File: config.mk
export PLATFORM = sky130hd
export DESIGN_NAME = pehm_queue
export DESIGN_NICKNAME = d
export VERILOG_FILES = /design/src/hw/rtl/pehm_pkg.sv /design/src/hw/rtl/pehm_queue.sv
export SDC_FILE = /design/constraint.sdc
export NUM_CORES = 1
export LEC_CHECK = 0
export BUFFER_PORTS_ARGS = -buffer_cell sky130_fd_sc_hd__buf_2
export CAP_MARGIN = 40
export CORE_ASPECT_RATIO = 0.6
export CORE_MARGIN = 5
export CORE_UTILIZATION = 40
export CTS_CLUSTER_DIAMETER = 100
export DETAILED_ROUTE_END_ITERATION = 10
export GPL_TIMING_DRIVEN = 0
export SLEW_MARGIN = 20
export SYNTH_ARGS = -nofsm -noshare
export SYNTH_HDL_FRONTEND = slang
export SYNTH_SLANG_ARGS = --single-unit
File: constraint.sdc
create_clock -name clk -period 1.71 [get_ports clk]
set_input_delay 0.342 -clock clk [delete_from_list [all_inputs] [get_ports clk]]
set_output_delay 0.342 -clock clk [all_outputs]
set_load 0.01 [all_outputs]
File: src/hw/rtl/pehm_pkg.sv
// shared types and constants for the profile extremum height mode unit
`default_nettype none

package pehm_pkg;

	localparam int unsigned H_W = 10;
	localparam int unsigned Q_DEPTH = 4;
	localparam int unsigned Q_PTR_W = 2;
	localparam int unsigned Q_CNT_W = 3;

	typedef enum logic [1:0] {
		DIR_FLAT = 2'd0,
		DIR_RISE = 2'd1,
		DIR_FALL = 2'd2
	} dir_t;

	typedef enum logic [1:0] {
		OP_NONE = 2'd0,
		OP_BUMP = 2'd1,
		OP_SET2 = 2'd2
	} op_t;

	typedef enum logic [2:0] {
		BK_INIT  = 3'd0,
		BK_RUN   = 3'd1,
		BK_DRAIN = 3'd2,
		BK_SCAN  = 3'd3,
		BK_DONE  = 3'd4
	} bk_state_t;

	typedef struct packed {
		op_t            op;
		logic [H_W-1:0] height;
		logic           last;
		logic           mode;
	} cmd_t;

	typedef struct packed {
		logic full;
		logic empty;
	} q_status_t;

endpackage

`default_nettype wire

File: src/hw/rtl/pehm_queue.sv
// short command queue between front and back end
`default_nettype none

module pehm_queue (
	input  wire logic           clk,
	input  wire logic           arst_n,
	input  wire logic           push,
	input  wire pehm_pkg::cmd_t push_cmd,
	input  wire logic           pop,
	output pehm_pkg::cmd_t      head,
	output pehm_pkg::q_status_t status
);
	import pehm_pkg::*;

	cmd_t               entry_q [Q_DEPTH];
	logic [Q_PTR_W-1:0] wr_ptr_q;
	logic [Q_PTR_W-1:0] rd_ptr_q;
	logic [Q_CNT_W-1:0] count_q;

	assign head         = entry_q[rd_ptr_q];
	assign status.full  = (count_q == Q_CNT_W'(Q_DEPTH));
	assign status.empty = (count_q == '0);

	always_ff @(posedge clk) begin
		if (push) begin
			entry_q[wr_ptr_q] <= push_cmd;
		end
	end

	always_ff @(posedge clk or negedge arst_n) begin
		if (!arst_n) begin
			wr_ptr_q <= '0;
			rd_ptr_q <= '0;
			count_q  <= '0;
		end else begin
			if (push) begin
				wr_ptr_q <= wr_ptr_q + Q_PTR_W'(1);
			end
			if (pop) begin
				rd_ptr_q <= rd_ptr_q + Q_PTR_W'(1);
			end
			if (push && !pop) begin
				count_q <= count_q + Q_CNT_W'(1);
			end else if (pop && !push) begin
				count_q <= count_q - Q_CNT_W'(1);
			end
		end
	end

endmodule

`default_nettype wire

After elaboration in Yosys (flattened, before gate mapping)
Memories as Yosys holds them, arrays and structs flattened.
Cells that the tools add are included.
Widths: inputs -> output; s select.
{ "classes": {"add_sub_neg": 4, "n_reduce_logical": 6, "eq_ne": 1, "mux": 4} }
{ "op_table": {"columns": ["operator", "count"], "rows": [
  ["$mux 3", 2],
  ["$add 2x1->2 const B", 2],
  ["$add 3x1->3 const B", 1],
  ["$eq 3x3->1 const B", 1],
  ["$logic_not 3->1", 1],
  ["$sub 3x1->3 const B", 1],
  ["$logic_and 1x1->1", 2],
  ["$logic_not 1->1", 2],
  ["$mux 1", 2],
  ["$reduce_bool 2->1", 1]
]} }
{ "totals": {"mem_count": 1, "mem_bits_rw": 56, "ff_bits": 7, "input_bits": 18, "out_inout_bits": 16, "elab_cells": 19} }
{ "memory_table": {"columns": ["name", "depth", "word_bits", "read_ports", "rd_clocked_by_memory_dff", "write_ports", "line_no", "text"], "rows": [
  ["entry_q", 4, 14, 1, 0, 1, "pehm_queue.sv:15", "cmd_t entry_q [Q_DEPTH];"]
]} }

Depth between registers and ports, before layout
{ "depth": {"word_depth": 4, "ltp_mapped": 7, "depth_no_buf": 7} }

Least setup slack after synthesis
OpenSTA, ideal clock, no wires.
{ "synth_timing": {"kind": "register -> output", "from": "register rd_ptr_q[0]", "to": "output port head[1] in the netlist's numbering", "required_time_ps": 1368, "stages_incl_launch_ff": 4, "n_path_buf": 2, "path_slack_ps": 255, "t_arrival_ps": 1113, "path_cell_list": "dfrtp_1 buf_6 buf_12 mux4_2"} }
{ "synth_rtl": {"columns": ["element", "line_no", "text"], "rows": [
  ["start: declaration", "pehm_queue.sv:17", "logic [Q_PTR_W-1:0] rd_ptr_q;"],
  ["start signal: assignment", "pehm_queue.sv:40", "rd_ptr_q <= rd_ptr_q + Q_PTR_W'(1);"],
  ["end: declaration", "pehm_queue.sv:10", "output pehm_pkg::cmd_t head,"]
]} }

==> results.yml <==
yosys:
  avgSynthCellArea_um2: 22.9
  ys_seq_area_share_pct: 75.9
  netlist-cell-type-count: 19
  synth_top_cell_area_share_pct: 68.7
  synth_top_area_cell: "edfxtp_1"
  synth-seq-cells: 63
  synthesis.area_um2: 2450
  ys_top_cells_by_area: "edfxtp_1, mux4_2, dfrtp_1"
  synth_warnings: 0
  synth_nets: 131
  syn_inst: 107
critical_path:
  cp-startpoint: "rd_ptr_q[0]"
  critPathBufInv: 3
  crit_required_ns: 1.37
  criticalPathCategory: "reg2out"
  timing.critical_path.to: "head[1]"
  crit_chain: "buf_6 > buf_12 > mux4_2 > buf_6"
  end_kind: "primary output"
  start_kind: "register"
  crit_family: "multiplexers"
  max_stage_delay_ns: 0.53
  cpMostUsedCell: "buf_6"
  worstReg2RegEnd: "count_q[2]"
  arrival_ns: 1.64
  r2r_start: "count_q[0]"
  cp.depth: 4
  r2r_cells: 4
  cp_slowest_cell: "mux4_2"
  rrSetupSlack_ns: 0.26
  crit_fanout: 5
clock_network:
  cts.sink_count: 63
  cts_inserted_buffers: 9
  cts-root-buf: "clkbuf_8"
  clk_pin_slew_ns: 0.07
  clk_latency_ns: 0.33
  htree_num_levels: 3
  clock_path_buffers: 2
  cts_tree: "done"
detailed_routing:
  first_pass_iters: 4
  ant_nets: 0
  drc: 0
  wl_per_cell_um: 17.1
  initialDrtViolationCount: 34
  routed_wl_um: 4220
  viasPerCell: 4.70
  vias: 1162
placed_design:
  dpl-instance-area_um2: 2720
  preCtsSetupSlack_ns: -0.0336
  dpl.cell_count: 224
  port_buffers: 33
  gp_congestion: 0.662
  hpwl_um: 2700
finish:
  areaGrowthSynthToFinish_pct: 24.0
  final_cells: 247
  antenna_cells: 0
  layout.nets: 182
  fin_area_um2: 3030
  finish.utilization_pct: 50.3
  drive_gt1_share_pct: 43.6
timing:
  setup_ws_ns: -0.273
  period_needed_ns: 1.98
  max_slew_margin_pct: 72.3
  setup_violations: 14
  setup_tns_ns: -3.21
  drv_slew: 0
  finClkSkew_ns: 0.00910
  rsz0062_at_grt: "yes"
  worstMarginPinSlew_ns: 0.416
  fin_crit_sh_pct: 116
  max_freq_mhz: 504
  finalHoldViolCount: 0
pwr:
  p_per_area_nw_per_um2: 1710
  p_leak_uw: 0.00111
  ir_drop_v: 0.000770
global_route:
  grt_max_degree: 15
  grt_overflow_total: 0
  antenna_found_initial: 0
  grt_pass1_vias: 1283
  track_usage_pct: 11.9
  grt_pass1_wl_um: 6750
floorplanning:
  fp.dieH_um: 70.6
  die_x_um: 111
  start_util_pct: 40.6
  dieArea_um2: 7830
  ios: 34
  core_um2: 6030
  rows: 22
job:
  maxCapViolCount: 0
status:
  violations: "negative setup slack"
  status: "finished with violations"
min_path:
  hp-class: "in2reg"
[flip-flops by register name, indices dropped and copies added (netlist names)]
signal,flops
entry_q,56
rd_ptr_q,2
wr_ptr_q,2
count_q,3
[synthesized netlist by cell type, drive strengths merged]
cell and n:
buf 3, xor2 4, dfrtp 7, ha 5, o21ai 1, nor3 1, fa 1, mux4 14
edfxtp 56, nand2 2, mux2 1, xnor2 2, and2 4, inv 4, nor2 1, nor3b 1
[timing repair]
item / CTS / global route
endpoints found under the hold margin: 7 / 0
gates cloned: 1 / 0
endpoints found under the setup margin: 31 / 28
hold buffers: 1 / 0
setup buffers: 4 / 0
gates resized for setup: 17 / 5
[layer usage]
| metal | GRT usage, % | routed length (µm) | vias to the layer above |
|---|---|---|---|
| li1 | - | - | 529 |
| met1 | 14.4 | 1830 | 584 |
| met2 | 17.8 | 2010 | 41 |
| met3 | 6.84 | 316 | 8 |
| met4 | 4.92 | 63 | 0 |
| met5 | 0 | 0 | - |
[stage by stage]
stage	power, µW	hold slack [ns]
2_1_floorplan	3150	0.0464
3_3_place_gp	3610	0.181
3_5_place_dp	3680	0.188
4_1_cts	5190	0.205
5_1_grt	5490	0.207
6_report	5200	0.222
[report_power, final]
part           switching [µW]  internal [µW]
clock                     506            609
combinational             802           1080
sequential                158           2040
[cell families (layout without fill, tap and decap cells)]
kind of cell    count (synthesis)  count (layout)  share of synthesized area (%)
flops                          63              63                           75.9
mux                            15              15                           14.3
simple gates                    9               9                           1.99
buf+inv                         7              63                           2.10
fa+ha+maj                       6               6                           3.38
xor+xnor                        6               6                           2.15
compound gates                  1               1                          0.204
[worst register-to-register path: stages (launching register included)]
cell and delay [ns]:
dfrtp_1 0.44, fa_1 0.47, xor2_1 0.17, nor2_1 0.12, xor2_1 0.17
[cell type report]
class                      count  area, µm²
fill                         487       2990
sequential                    63       1860
multi-input combinational     37        519
timing repair buffer          40        329
clock buffer                  16        170
tap                           84        105
buffer                         3       38.8
inverter                       4       15.0
[worst min path at each step]
stage | start | to | cells after the start
after floorplan | arst_n | count_q[0] | 0
after global placement | arst_n | wr_ptr_q[0] | 1
after detailed placement | arst_n | wr_ptr_q[0] | 1
after CTS | push_cmd[3] | entry_q[1][3] | 1
after global routing | push_cmd[8] | entry_q[1][8] | 1
final | push_cmd[1] | entry_q[2][1] | 1
[cell usage in the layout, fill, tap and decap left out, drive strengths merged]
cell type    count
ha               5
dlygate4sd3      1
clkbuf          16
nand2            2
o21ai            1
nor2             1
nor3b            1
xnor2            2
inv              4
nor3             1
and2             4
dfrtp            7
fa               1
edfxtp          56
mux2             1
xor2             4
mux4            14
buf             42
Power figures use the tool's default switching activity.
