## src/hw/rtl/pehm_pkg.sv

```systemverilog
// shared types and constants for the profile extremum height mode unit
`default_nettype none

package pehm_pkg;

	localparam int unsigned H_W = 10;
	localparam int unsigned Q_DEPTH = 4;
	localparam int unsigned Q_PTR_W = 2;
	localparam int unsigned Q_CNT_W = 3;

	typedef enum logic [1:0] {
		DIR_FLAT = 2'd0,
		DIR_RISE = 2'd1,
		DIR_FALL = 2'd2
	} dir_t;

	typedef enum logic [1:0] {
		OP_NONE = 2'd0,
		OP_BUMP = 2'd1,
		OP_SET2 = 2'd2
	} op_t;

	typedef enum logic [2:0] {
		BK_INIT  = 3'd0,
		BK_RUN   = 3'd1,
		BK_DRAIN = 3'd2,
		BK_SCAN  = 3'd3,
		BK_DONE  = 3'd4
	} bk_state_t;

	typedef struct packed {
		op_t            op;
		logic [H_W-1:0] height;
		logic           last;
		logic           mode;
	} cmd_t;

	typedef struct packed {
		logic full;
		logic empty;
	} q_status_t;

endpackage

`default_nettype wire

```

## src/hw/rtl/pehm_front.sv

```systemverilog
// front end: tracks slope of the profile and turns each turning point and each last sample into a histogram command
`default_nettype none

module pehm_front #(
	parameter int unsigned HEIGHT = 1024
) (
	input  wire logic                       clk,
	input  wire logic                       arst_n,
	input  wire logic                       accept,
	input  wire logic                       mode,
	input  wire logic [pehm_pkg::H_W-1:0]   sample_height,
	input  wire logic                       last_sample,
	output pehm_pkg::cmd_t                  cmd,
	output logic                            push
);
	import pehm_pkg::*;

	logic [H_W-1:0] prev_q;
	dir_t           dir_q;
	logic [1:0]     seen_q;
	dir_t           dir_d;
	op_t            op_d;
	logic           in_range;

	assign in_range = (32'(prev_q) < 32'(HEIGHT));

	always_comb begin
		dir_d = dir_q;
		op_d  = OP_NONE;
		if (seen_q == 2'd1) begin
			if (sample_height > prev_q) begin
				dir_d = DIR_RISE;
			end else if (sample_height < prev_q) begin
				dir_d = DIR_FALL;
			end else begin
				dir_d = DIR_FLAT;
				if (in_range) begin
					op_d = OP_SET2;
				end
			end
		end else if (seen_q >= 2'd2) begin
			if (sample_height > prev_q) begin
				if (mode && dir_q != DIR_RISE && in_range) begin
					op_d = OP_BUMP;
				end
				dir_d = DIR_RISE;
			end else if (sample_height < prev_q) begin
				if (!mode && dir_q != DIR_FALL && in_range) begin
					op_d = OP_BUMP;
				end
				dir_d = DIR_FALL;
			end else begin
				dir_d = DIR_FLAT;
			end
		end
	end

	assign cmd.op     = op_d;
	assign cmd.height = prev_q;
	assign cmd.last   = last_sample;
	assign cmd.mode   = mode;
	assign push       = accept && (op_d != OP_NONE || last_sample);

	always_ff @(posedge clk or negedge arst_n) begin
		if (!arst_n) begin
			prev_q <= '0;
			dir_q  <= DIR_FLAT;
			seen_q <= 2'd0;
		end else if (accept) begin
			if (last_sample) begin
				prev_q <= '0;
				dir_q  <= DIR_FLAT;
				seen_q <= 2'd0;
			end else begin
				prev_q <= sample_height;
				dir_q  <= dir_d;
				if (seen_q < 2'd2) begin
					seen_q <= seen_q + 2'd1;
				end
			end
		end
	end

endmodule

`default_nettype wire

```

## config.mk

```make
export PLATFORM = sky130hd
export DESIGN_NAME = pehm_front
export DESIGN_NICKNAME = d
export VERILOG_FILES = /design/src/hw/rtl/pehm_pkg.sv /design/src/hw/rtl/pehm_front.sv
export SDC_FILE = /design/constraint.sdc
export NUM_CORES = 1
export LEC_CHECK = 0
export ABC_AREA = 1
export BUFFER_PORTS_ARGS = -buffer_cell sky130_fd_sc_hd__clkbuf_2
export CAP_MARGIN = 20
export CORE_MARGIN = 3
export CORE_UTILIZATION = 28
export CTS_CLUSTER_DIAMETER = 40
export DETAILED_ROUTE_END_ITERATION = 16
export GPL_TIMING_DRIVEN = 0
export HOLD_SLACK_MARGIN = 0.15
export PLACE_DENSITY = 0.49
export SLEW_MARGIN = 40
export SYNTH_ARGS = -nofsm -noshare
export SYNTH_HDL_FRONTEND = slang
export SYNTH_SLANG_ARGS = --single-unit
```

## constraint.sdc

```tcl
create_clock -name clk -period 1.9 [get_ports clk]
set_clock_uncertainty 0.15 [all_clocks]
set_input_delay 0.19 -clock clk [delete_from_list [all_inputs] [get_ports clk]]
set_output_delay 0.19 -clock clk [all_outputs]
set_load 0.02 [all_outputs]
```

# [After elaboration in Yosys (flattened, before gate mapping)]
# Cells that the tools add are included.
[totals] register_bits=14 inputBits=15 out_inout_bits=15
[classes] n_addsub=1 magnitude_cmp=4 eq_ne=3 mux=16 n_reduce_logical=10
[op_table] operator="$mux 2" count=12
[op_table] operator="$gt 10x10->1" count=1
[op_table] operator="$lt 10x10->1" count=1
[op_table] operator="$mux 10" count=1
[op_table] operator="$reduce_and 2->1" count=2
[op_table] operator="$reduce_bool 2->1" count=2
[op_table] operator="$logic_and 1x1->1" count=3
[op_table] operator="$mux 1" count=3
[op_table] operator="$reduce_bool 3->1" count=1
[op_table] operator="$add 2x1->2 const B" count=1
[op_table] operator="$eq 2x1->1 const B" count=1
[op_table] operator="$ge 2x2->1 const B" count=1
[op_table] operator="$lt 2x2->1 const B" count=1
[op_table] operator="$ne 2x1->1 const B" count=1
[op_table] operator="$ne 2x2->1 const B" count=1
[op_table] operator="$logic_not 1->1" count=1
[op_table] operator="$logic_or 1x1->1" count=1

# [Depth between registers and ports, before layout]
# Gate-level depths: netlist of the first run.
[depth] ltp_word=10 depth_mapped=12 ltp_nobuf=12

# [Worst setup path before layout of the first run]
# Ideal clock, no wire load.
[synth_path] kind="register to output" start="reg prev_q[9]" end="out push" t_arrival_ns=1.657 required_time_ns=1.560 setup_slack_ns=-0.097 stages_incl_launch_ff=10 cell_sequence="dfrtp_1 inv_1 ha_1 nand2_2 nor2_4 nand3_2 nand3_2 and2_4 nor2_2 a21oi_2"
[synth_lines] item="start: declaration" line_no="pehm_front.sv:18" rtl="logic [H_W-1:0] prev_q;"
[synth_lines] item="start signal: assignment" line_no="pehm_front.sv:75" rtl="prev_q <= sample_height;"
[synth_lines] item="end: declaration" line_no="pehm_front.sv:14" rtl="output logic push"

# [Final worst setup path of the first run]
[layout_path] start="reg prev_q[8]" end="out push"
[layout_via] elab_chain_len=8 word_cells_on_any_way=11
[layout_rtl] item="$lt 10x10->1" line_no="pehm_front.sv:33, pehm_front.sv:47"
[layout_rtl] item="$mux 1" line_no="pehm_front.sv:47" rtl="end else if (sample_height < prev_q) begin"
[layout_rtl] item="$mux 2" line_no="pehm_front.sv:42" rtl="if (sample_height > prev_q) begin"
[layout_rtl] item="$mux 2" line_no="pehm_front.sv:41" rtl="end else if (seen_q >= 2'd2) begin"
[layout_rtl] item="$mux 2 (*)" line_no="pehm_front.sv:30" rtl="if (seen_q == 2'd1) begin"
[layout_rtl] item="$reduce_bool 2->1 (*)" line_no="pehm_front.sv:62" rtl="assign push = accept && (op_d != OP_NONE || last_sample);"
[layout_rtl] item="$logic_or 1x1->1 (*)" line_no="pehm_front.sv:62"
[layout_rtl] item="$logic_and 1x1->1 (*)" line_no="pehm_front.sv:62"
# Mark *: on every way between the ends. The rest lies on a longest branch, timed or not.

==> results of run 1 <==
## layout by cell type, fill, tap and decap left out, drive strengths merged
cell	instances
clkbuf	32
nand2	32
inv	26
buf	15
dlygate4sd3	14
dfrtp	14
ha	12
nor2	10
o21ai	9
a21oi	5
nand3	4
nand4	3
o22ai	2
nor3	2
a21boi	1
and2	1
a31oi	1
## Yosys cell counts, types with 2 or more instances
master / count / area [um2]
dfrtp_1: 14 / 350
nand4_1: 3 / 18.8
nand3_1: 2 / 10.0
inv_1: 25 / 93.8
a21oi_1: 3 / 15.0
o21ai_0: 5 / 25.0
nor3_1: 2 / 10.0
nand2_1: 29 / 109
o21ai_1: 4 / 20.0
a21oi_2: 2 / 17.5
nand2_2: 3 / 18.8
buf_4: 2 / 15.0
o22ai_1: 2 / 12.5
nor2_4: 2 / 22.5
nor2_1: 7 / 26.3
ha_1: 12 / 150
nand3_2: 2 / 20.0
## kinds of logic (layout without fill, tap and decap cells)
family          Yosys count  count (layout)  share of synthesized area
compound gates           18              18                      0.106
simple gates             52              52                      0.256
fa+ha+maj                12              12                      0.154
flops                    14              14                      0.359
buf+inv                  30              87                      0.124
## per-layer routing
| layer | vias to the layer above | track usage | share of wire |
|---|---|---|---|
| met5 | - | 0 | 0 |
| met4 | 0 | 0.0155 | 0.0039 |
| met3 | 2 | 0.0399 | 0.050 |
| met2 | 20 | 0.235 | 0.54 |
| met1 | 467 | 0.147 | 0.41 |
| li1 | 509 | - | - |
## report_power, final
part           leakage (nW)  internal (mW)  total, mW  switching, mW
combinational         0.615          0.240      0.532          0.291
sequential            0.172          0.348      0.385         0.0372
clock                0.0210          0.117      0.223          0.106
## timing repair
item / CTS / global route
endpoints found under the hold margin: 26 / 0
setup endpoints to repair: 3 / 4
setup buffers: 6 / 4
hold buffers: 14 / 0
gates resized for setup: 30 / 10
pin swaps: 20 / 13
## critical path: stages (launching register included)
cell and delay, ns:
dfrtp_2 0.38, inv_2 0.05, ha_4 0.26, nand2_4 0.06, nor2_4 0.14, nand3_2 0.09, nand3_2 0.11, nand3_2 0.07
nand2_2 0.09, nand2_4 0.07, a21oi_4 0.16, buf_8 0.12
## sequential cells by signal, indices dropped and copies added, names as in the netlist
| signal | cells |
|---|---|
| dir_q | 2 |
| seen_q | 2 |
| prev_q | 10 |
## worst min path at each step
| stage | end | depth (start not counted) | slack (ns) |
|---|---|---|---|
| 3_5_place_dp | prev_q[6] | 1 | -0.02 |
| 5_1_grt | dir_q[1] | 4 | 0.19 |
| 6_report | dir_q[1] | 4 | 0.17 |
| 2_1_floorplan | dir_q[0] | 0 | -0.26 |
| 3_3_place_gp | prev_q[6] | 1 | -0.02 |
| 4_1_cts | dir_q[0] | 4 | 0.16 |
## per-stage QoR
step	utilization	hold WS, ns
after global routing	0.515	0.192
after floorplan	-	-0.256
after CTS	0.494	0.161
after global placement	0.376	-0.0231
after detailed placement	0.376	-0.0161
final	0.515	0.173
## layout make-up
type	instances	area, um2
multi-input combinational	82	673
timing repair buffer	53	389
fill	324	1540
inverter	26	100
clock buffer	4	36.3
tap	44	55.1
buffer	4	26.3
sequential	14	358
==> impl_metrics.yaml, run 1 <==
global_routing:
  antenna_found_initial: 0
  track_usage: 0.127
  grt_pass1_vias: 973
  grt_max_degree: 15
  grt-ovfl-total: 0
  grt_pass1_wl_um: 4160
drt:
  wl_um: 2530
  detail_route.iter0.violations: 17
  wl_per_cell_um: 11.2
  viasPerCell: 4.40
  drc: 0
  drtAntennaViolNets: 0
  vias: 998
  dr.pass1.iters: 4
logic_synthesis:
  synth_cell_types: 24
  synthArstFlopShare: 1.00
  synthCells: 126
  synthFlopType: "dfrtp_1"
  yosysWarnings: 0
  synth_area_um2: 976
  ys_seq_area_frac: 0.359
  synth_nets: 153
  synth_edf_count: 0
  avgSynthCellArea_um2: 7.75
  ys_ff_latch: 14
worst_setup_path:
  r2r-start: "prev_q[7]"
  crit_type: "flip-flop to output port"
  crit_path_end_kind: "output port"
  worstPathMaxFanout: 4
  cp_data_required_time_ns: 1.56
  worstSetupStartpoint: "prev_q[8]"
  crit_end: "push"
  crit_arrival_ns: 1.88
  rrSetupSlack_ns: 0.28
  r2r-end: "dir_q[0]"
  rr_worst_depth: 9
  critPathLaunchType: "flip-flop"
finish:
  drive_gt1_frac: 0.481
  antenna_cells: 0
  design_area_um2: 1640
  area_delta_synth_final_pct: 67.8
  nets: 211
  fin_cells: 227
cts:
  clk_pin_slew_worst_paths_ns: 0.10
  cts_tree: "yes"
  htree_levels: 1
  clk_latency_ns: 0.29
  cts_buffers: 3
  cts.sinks: 14
  clockBufferDepth: 2
  cts_root_buffer: "clkbuf_4"
flow_run:
  max_cap_viol_count: 0
floorplan:
  fp.dieW_um: 65.0
  fp.dieH_um: 65.0
  num_rows: 20
  start_util: 0.307
  core_um2: 3180
  num_io_pins: 30
  dieArea_um2: 4230
power:
  p_leak_nw: 0.809
  cellPowerDensity_nw_per_um2: 696
  report.power.total_mw: 1.14
  irDropWorstVdd_mv: 0.494
run_status:
  violations: "negative setup slack"
  status: "finished with violations"
sta:
  setup_ws_ns: -0.318
  period_needed_ns: 2.22
  max_slew_margin: 0.670
  max_freq_mhz: 451
  report.final.slew_viol_count: 0
  finalSetupTns_ns: -0.875
  worst_pin_slew_ns: 0.495
  hold_violations: 0
  rsz0062_at_grt: "yes"
  setup_viol: 3
  min_period_over_period: 1.17
place:
  globalplace.congestion: 0.741
  place_hpwl_um: 1690
  post-place-ws_ns: -0.107
  portBuffers: 29
  place_inst: 199
  post_dp_cell_area_um2: 1200
min_path:
  hold_start: "last_sample"
  min_path_type: "input pin to flip-flop"
Note: power is estimated with default switching activity, not from simulation.
==> run 2, diff against run 1 <==
ABC_AREA = not set   (was 1)
CORE_ASPECT_RATIO = 1.4   (was not set)
SLEW_MARGIN = 10   (was 40)
==> impl_metrics.yaml, run 2 <==
logic_synthesis:
  avgSynthCellArea_um2: 9.12
  synthFlopType: "dfrtp_1"
  yosysWarnings: 0
  synth_nets: 132
  synth_top_area_frac: 0.366
  synthCells: 105
  synthTopCellsByArea: "dfrtp_1 37%, ha_1 16%, o21ai_0 7.3%"
  synth_top_area_cell: "dfrtp_1"
  synth_common_cells: "17 x inv_1, 14 x dfrtp_1, 14 x o21ai_0, 12 x ha_1, 9 x nand3b_1"
  synth_edf_count: 0
  ys_seq_area_frac: 0.366
  synthArstFlopShare: 1.00
  ys_ff_latch: 14
  synth_cell_types: 28
  yosysMostFrequentCell: "inv_1"
  synth_area_um2: 957
floorplan:
  fp.dieW_um: 55.4
  core_um2: 3180
  start_util: 0.301
  num_io_pins: 30
  fp.dieH_um: 75.2
  num_rows: 24
  dieArea_um2: 4170
min_path:
  min_to: "dir_q[0]"
  hold_start: "last_sample"
  min_path_type: "input pin to flip-flop"
  min_path_cells: 4
worst_setup_path:
  r2r-end: "dir_q[1]"
  crit_arrival_ns: 2.32
  crit_type: "flip-flop to output port"
  crit_path_end_kind: "output port"
  worstPathMaxFanout: 3
  rrSetupSlack_ns: -0.18
  cp_data_required_time_ns: 1.56
  r2r-start: "prev_q[8]"
  rr_worst_depth: 9
  critPathLaunchType: "flip-flop"
global_routing:
  grt_pass1_vias: 949
  antenna_found_initial: 0
  track_usage: 0.132
  grt_pass1_wl_um: 4220
  grt_max_degree: 15
  grt-ovfl-total: 0
power:
  p_leak_nw: 0.674
  cellPowerDensity_nw_per_um2: 796
  irDropWorstVdd_mv: 0.351
  p_switching_mw: 0.422
  report.power.total_mw: 1.20
  combPwrFrac: 0.421
  p_int_mw: 0.776
  p_clk_frac: 0.251
  swShare: 0.352
  seqPwrFrac: 0.328
finish:
  layout_commonest_cell: "clkbuf_2"
  nets: 183
  drive_gt1_frac: 0.445
  top_regs: "prev_q: 10 flops, dir_q: 2 flops, seen_q: 2 flops"
  most-common-layout-cells: "26 x clkbuf_2, 14 x o21ai_0, 12 x dlygate4sd3_1"
  largest-register: "prev_q"
  fillers: 331
  largest_reg_flops: 10
  antenna_cells: 0
  area_delta_synth_final_pct: 57.3
run_status:
  violations: "negative setup slack"
  status: "finished with violations"
sta:
  worst_pin_slew_ns: 0.587
  setup_viol: 5
  hold_violations: 0
  max_freq_mhz: 376
  min_period_over_period: 1.40
  max_slew_margin: 0.599
  rsz0062_at_grt: "yes"
  setup_ws_ns: -0.761
  period_needed_ns: 2.66
  report.final.slew_viol_count: 0
place:
  post-place-ws_ns: -0.560
  place_hpwl_um: 1780
  portBuffers: 29
  globalplace.congestion: 0.800
drt:
  wl_um: 2580
  vias: 950
  detail_route.iter0.violations: 16
  dr.pass1.iters: 4
  wl_per_cell_um: 13.3
  viasPerCell: 4.90
  drtAntennaViolNets: 0
  drc: 0
cts:
  clk_latency_ns: 0.25
  clk_pin_slew_worst_paths_ns: 0.06
  cts_tree: "yes"
  cts_buffers: 3
  cts.sinks: 14
  htree_levels: 1
  cts_root_buffer: "clkbuf_8"
  clockBufferDepth: 2
flow_run:
  max_cap_viol_count: 0
run 2: cell types whose count changed in the layout (fill, tap and decap cells not counted), sizes merged, moves of 4 or more:
| cell | previous run | this run |
|---|---|---|
| nor2 | 10 | 5 |
| inv | 26 | 17 |
| nand3 | 4 | 0 |
| o21ai | 9 | 15 |
| nand3b | 0 | 9 |
| buf | 15 | 10 |
| nand2 | 32 | 7 |
run 2: routing by layer:
layer  wire, um  global-route usage  vias up
met4         59              0.0811        0
met3        108              0.0189        6
met1       1100               0.149      449
li1           -                   -      465
met2       1310               0.238       30
met5          0                   0        -
run 2: final cells by class:
class / count / area, um2 / share of cell area
Buffer: 5 / 26.3 / 0.0175
Multi-Input combinational cell: 69 / 623 / 0.414
Tap cell: 39 / 48.8 / 0.0324
Timing Repair Buffer: 46 / 329 / 0.219
Clock buffer: 4 / 55.1 / 0.0366
Inverter: 17 / 63.8 / 0.0424
Sequential cell: 14 / 359 / 0.239
run 2: timing repair:
action	4_1_cts	5_1_grt
setup endpoints to repair	5	5
buffers inserted	4	1
pin swaps	7	0
endpoints found under the hold margin	25	0
resized for setup	12	11
hold buffers	12	0
run 2: power by group through the flow:
stage / Combinational, mW / Clock, mW / Sequential, mW
after floorplan: 0.265 / 0 / 0.412
after global placement: 0.388 / 0 / 0.395
after detailed placement: 0.397 / 0 / 0.397
after CTS: 0.478 / 0.311 / 0.392
after global routing: 0.561 / 0.320 / 0.402
final: 0.504 / 0.301 / 0.393
run 2: per-stage QoR:
step	hold WS, ns	TNS (ns)	cells	utilization	cell area, um2
global route	0.254	-2.91	194	0.473	1510
floorplan	-0.256	-0.793	105	-	1000
finish	0.210	-2.36	194	0.473	1510
global placement	-0.0216	-1.21	173	0.375	1190
CTS	0.211	-2.12	193	0.463	1470
detailed placement	-0.0183	-1.39	173	0.375	1190
run 2: how the worst max path moves through the flow:
stage | from | end | slack, ns | depth (start not counted)
2_1_floorplan | prev_q[8] | push | -0.39 | 7
3_3_place_gp | prev_q[9] | push | -0.50 | 8
3_5_place_dp | prev_q[9] | push | -0.56 | 8
4_1_cts | prev_q[8] | push | -0.76 | 8
5_1_grt | prev_q[9] | cmd[12] | -0.87 | 9
6_report | prev_q[8] | cmd[12] | -0.76 | 9
run 2: critical path: stages, from the launching register on:
cell and delay [ns]:
dfrtp_2 0.41, inv_2 0.08, ha_4 0.20, nand4_1 0.21
buf_4 0.16, inv_2 0.04, a2111oi_4 0.36, buf_4 0.19
mux2_4 0.30, buf_6 0.13
run 2: logic make-up after synthesis:
group,Yosys count,share of synthesized area
AOI/OAI and AO/OA,26,0.186
and+or+nand+nor,30,0.186
adders and majority gates,12,0.157
muxes,1,0.0118
buffers and inverters,22,0.0941
DFF,14,0.366
==> run 3, diff against run 2 <==
--- a/constraint.sdc
+++ b/constraint.sdc
@@ -3,3 +3,3 @@
 set_input_delay 0.19 -clock clk [delete_from_list [all_inputs] [get_ports clk]]
 set_output_delay 0.19 -clock clk [all_outputs]
-set_load 0.02 [all_outputs]
+set_load 0.005 [all_outputs]
==> impl_metrics.yaml, run 3 (synthesis gave the netlist of run 2 again) <==
sta:
  max_freq_mhz: 386
  report.final.slew_viol_count: 0
  min_period_over_period: 1.36
  finalSetupTns_ns: -1.85
  rsz0062_at_grt: "yes"
  setup_viol: 3
  worst_pin_slew_ns: 0.599
  max_slew_margin: 0.590
  hold_violations: 0
  period_needed_ns: 2.59
  setup_ws_ns: -0.689
worst_setup_path:
  crit_path_end_kind: "output port"
  crit_arrival_ns: 2.25
  crit_type: "flip-flop to output port"
  critPathLaunchType: "flip-flop"
  slowest_delay_ns: 0.46
  cp_data_required_time_ns: 1.56
  crit_slowest_cell: "or4b_1"
  path_cells: "inv_2 > ha_4 > nand4_1 > buf_4 > nor3_4 > nor4_1 > or4b_1 > and3_1 > clkbuf_2"
  worstPathMaxFanout: 3
finish:
  area_delta_synth_final_pct: 61.6
  largest_reg_flops: 10
  top_regs: "prev_q: 10 flops, dir_q: 2 flops, seen_q: 2 flops"
  finish.utilization: 0.486
  antenna_cells: 0
  drive_gt1_frac: 0.435
  layout_commonest_cell: "clkbuf_2"
  most-common-layout-cells: "27 x clkbuf_2, 14 x o21ai_0, 14 x dfrtp_1"
  fillers: 317
  largest-register: "prev_q"
  nets: 190
power:
  p_switching_mw: 0.378
  cellPowerDensity_nw_per_um2: 726
  swShare: 0.337
  combPwrFrac: 0.433
  seqPwrFrac: 0.348
  irDropWorstVdd_mv: 0.365
  p_clk_frac: 0.220
  p_leak_nw: 0.726
  p_int_mw: 0.744
floorplan:
  dieArea_um2: 4170
  num_io_pins: 30
  fp.dieH_um: 75.2
  core_um2: 3180
  num_rows: 24
  start_util: 0.301
  fp.dieW_um: 55.4
cts:
  clk_latency_ns: 0.25
  cts_tree: "yes"
  clockBufferDepth: 2
  cts.sinks: 14
  htree_levels: 1
  cts_root_buffer: "clkbuf_8"
  clk_pin_slew_worst_paths_ns: 0.06
  cts_buffers: 3
min_path:
  min_path_type: "input pin to asynchronous set/reset pin"
drt:
  drtAntennaViolNets: 0
  wl_um: 2480
  dr.pass1.iters: 4
  wl_per_cell_um: 12.4
  viasPerCell: 4.86
  vias: 972
  detail_route.iter0.violations: 22
  drc: 0
global_routing:
  grt-ovfl-total: 0
  track_usage: 0.126
  grt_max_degree: 15
  grt_pass1_wl_um: 4200
  grt_pass1_vias: 989
  antenna_found_initial: 0
place:
  globalplace.congestion: 0.780
  place_hpwl_um: 1770
  portBuffers: 29
flow_run:
  max_cap_viol_count: 0
run_status:
  violations: "negative setup slack"
  status: "finished with violations"
==> run 3: cell count changes in the layout (fill, tap and decap cells not counted), sizes merged <==
cell | previous run | this run
buf | 10 | 16
==> run 3: path summary, 6_finish.rpt <==
path | startpoint | end | slack [ns] | cells past startpoint
min in group clk | last_sample | prev_q[9] | 0.24 | 4
worst max-delay path | prev_q[7] | push | -0.69 | 9
max in group asynchronous | arst_n | prev_q[1] | 1.09 | 2
worst max register to register | prev_q[8] | dir_q[1] | 0.02 | 8
worst min register to register | dir_q[0] | dir_q[0] | 0.34 | 2
worst min-delay path | arst_n | prev_q[3] | 0.24 | 2
==> run 3: what timing repair did <==
item	in CTS	in global routing
buffers inserted	5	7
gates resized for setup	14	14
setup endpoints to repair	5	5
hold buffers	12	0
pin swaps	5	6
endpoints found under the hold margin	25	0
==> run 3: layout make-up <==
cell class	instances	area, um2	share of cell area
timing repair buffer	53	369	0.239
tap	39	48.8	0.0316
multi-input combinational	69	647	0.418
clock buffer	3	41.3	0.0267
buffer	5	26.3	0.0170
inverter	17	63.8	0.0413
sequential	14	350	0.227
==> run 3: metal layers <==
layer  share of wire  global-route usage  vias up
met3           0.038              0.0223        5
met5               0                   0        -
met4           0.019              0.0595        0
li1                -                   -      477
met1            0.40               0.151      470
met2            0.54               0.220       20
==> run 3: through the flow <==
step,instances,hold slack [ns],total power [mW],setup slack [ns],cell area (um2)
2_1_floorplan,105,-0.256,0.623,-0.261,957
3_3_place_gp,173,-0.0216,0.727,-0.464,1150
3_5_place_dp,173,-0.0255,0.741,-0.517,1150
4_1_cts,193,0.219,1.09,-0.704,1430
5_1_grt,200,0.263,1.22,-0.829,1550
6_report,200,0.236,1.12,-0.689,1550
==> run 3: power groups by stage <==
| stage | Combinational (mW) | Sequential, mW | Clock, mW |
|---|---|---|---|
| after detailed placement | 0.346 | 0.394 | 0 |
| after global routing | 0.547 | 0.397 | 0.272 |
| final | 0.486 | 0.390 | 0.246 |
| after global placement | 0.336 | 0.392 | 0 |
| after CTS | 0.437 | 0.390 | 0.260 |
| after floorplan | 0.234 | 0.389 | 0 |
==> run 3: critical path: cells and delay by family, from the launching register on <==
kind	cells	cell delay (ns)
flops	1	0.37
buf+inv	3	0.35
fa+ha+maj	1	0.27
simple gates	5	1.00
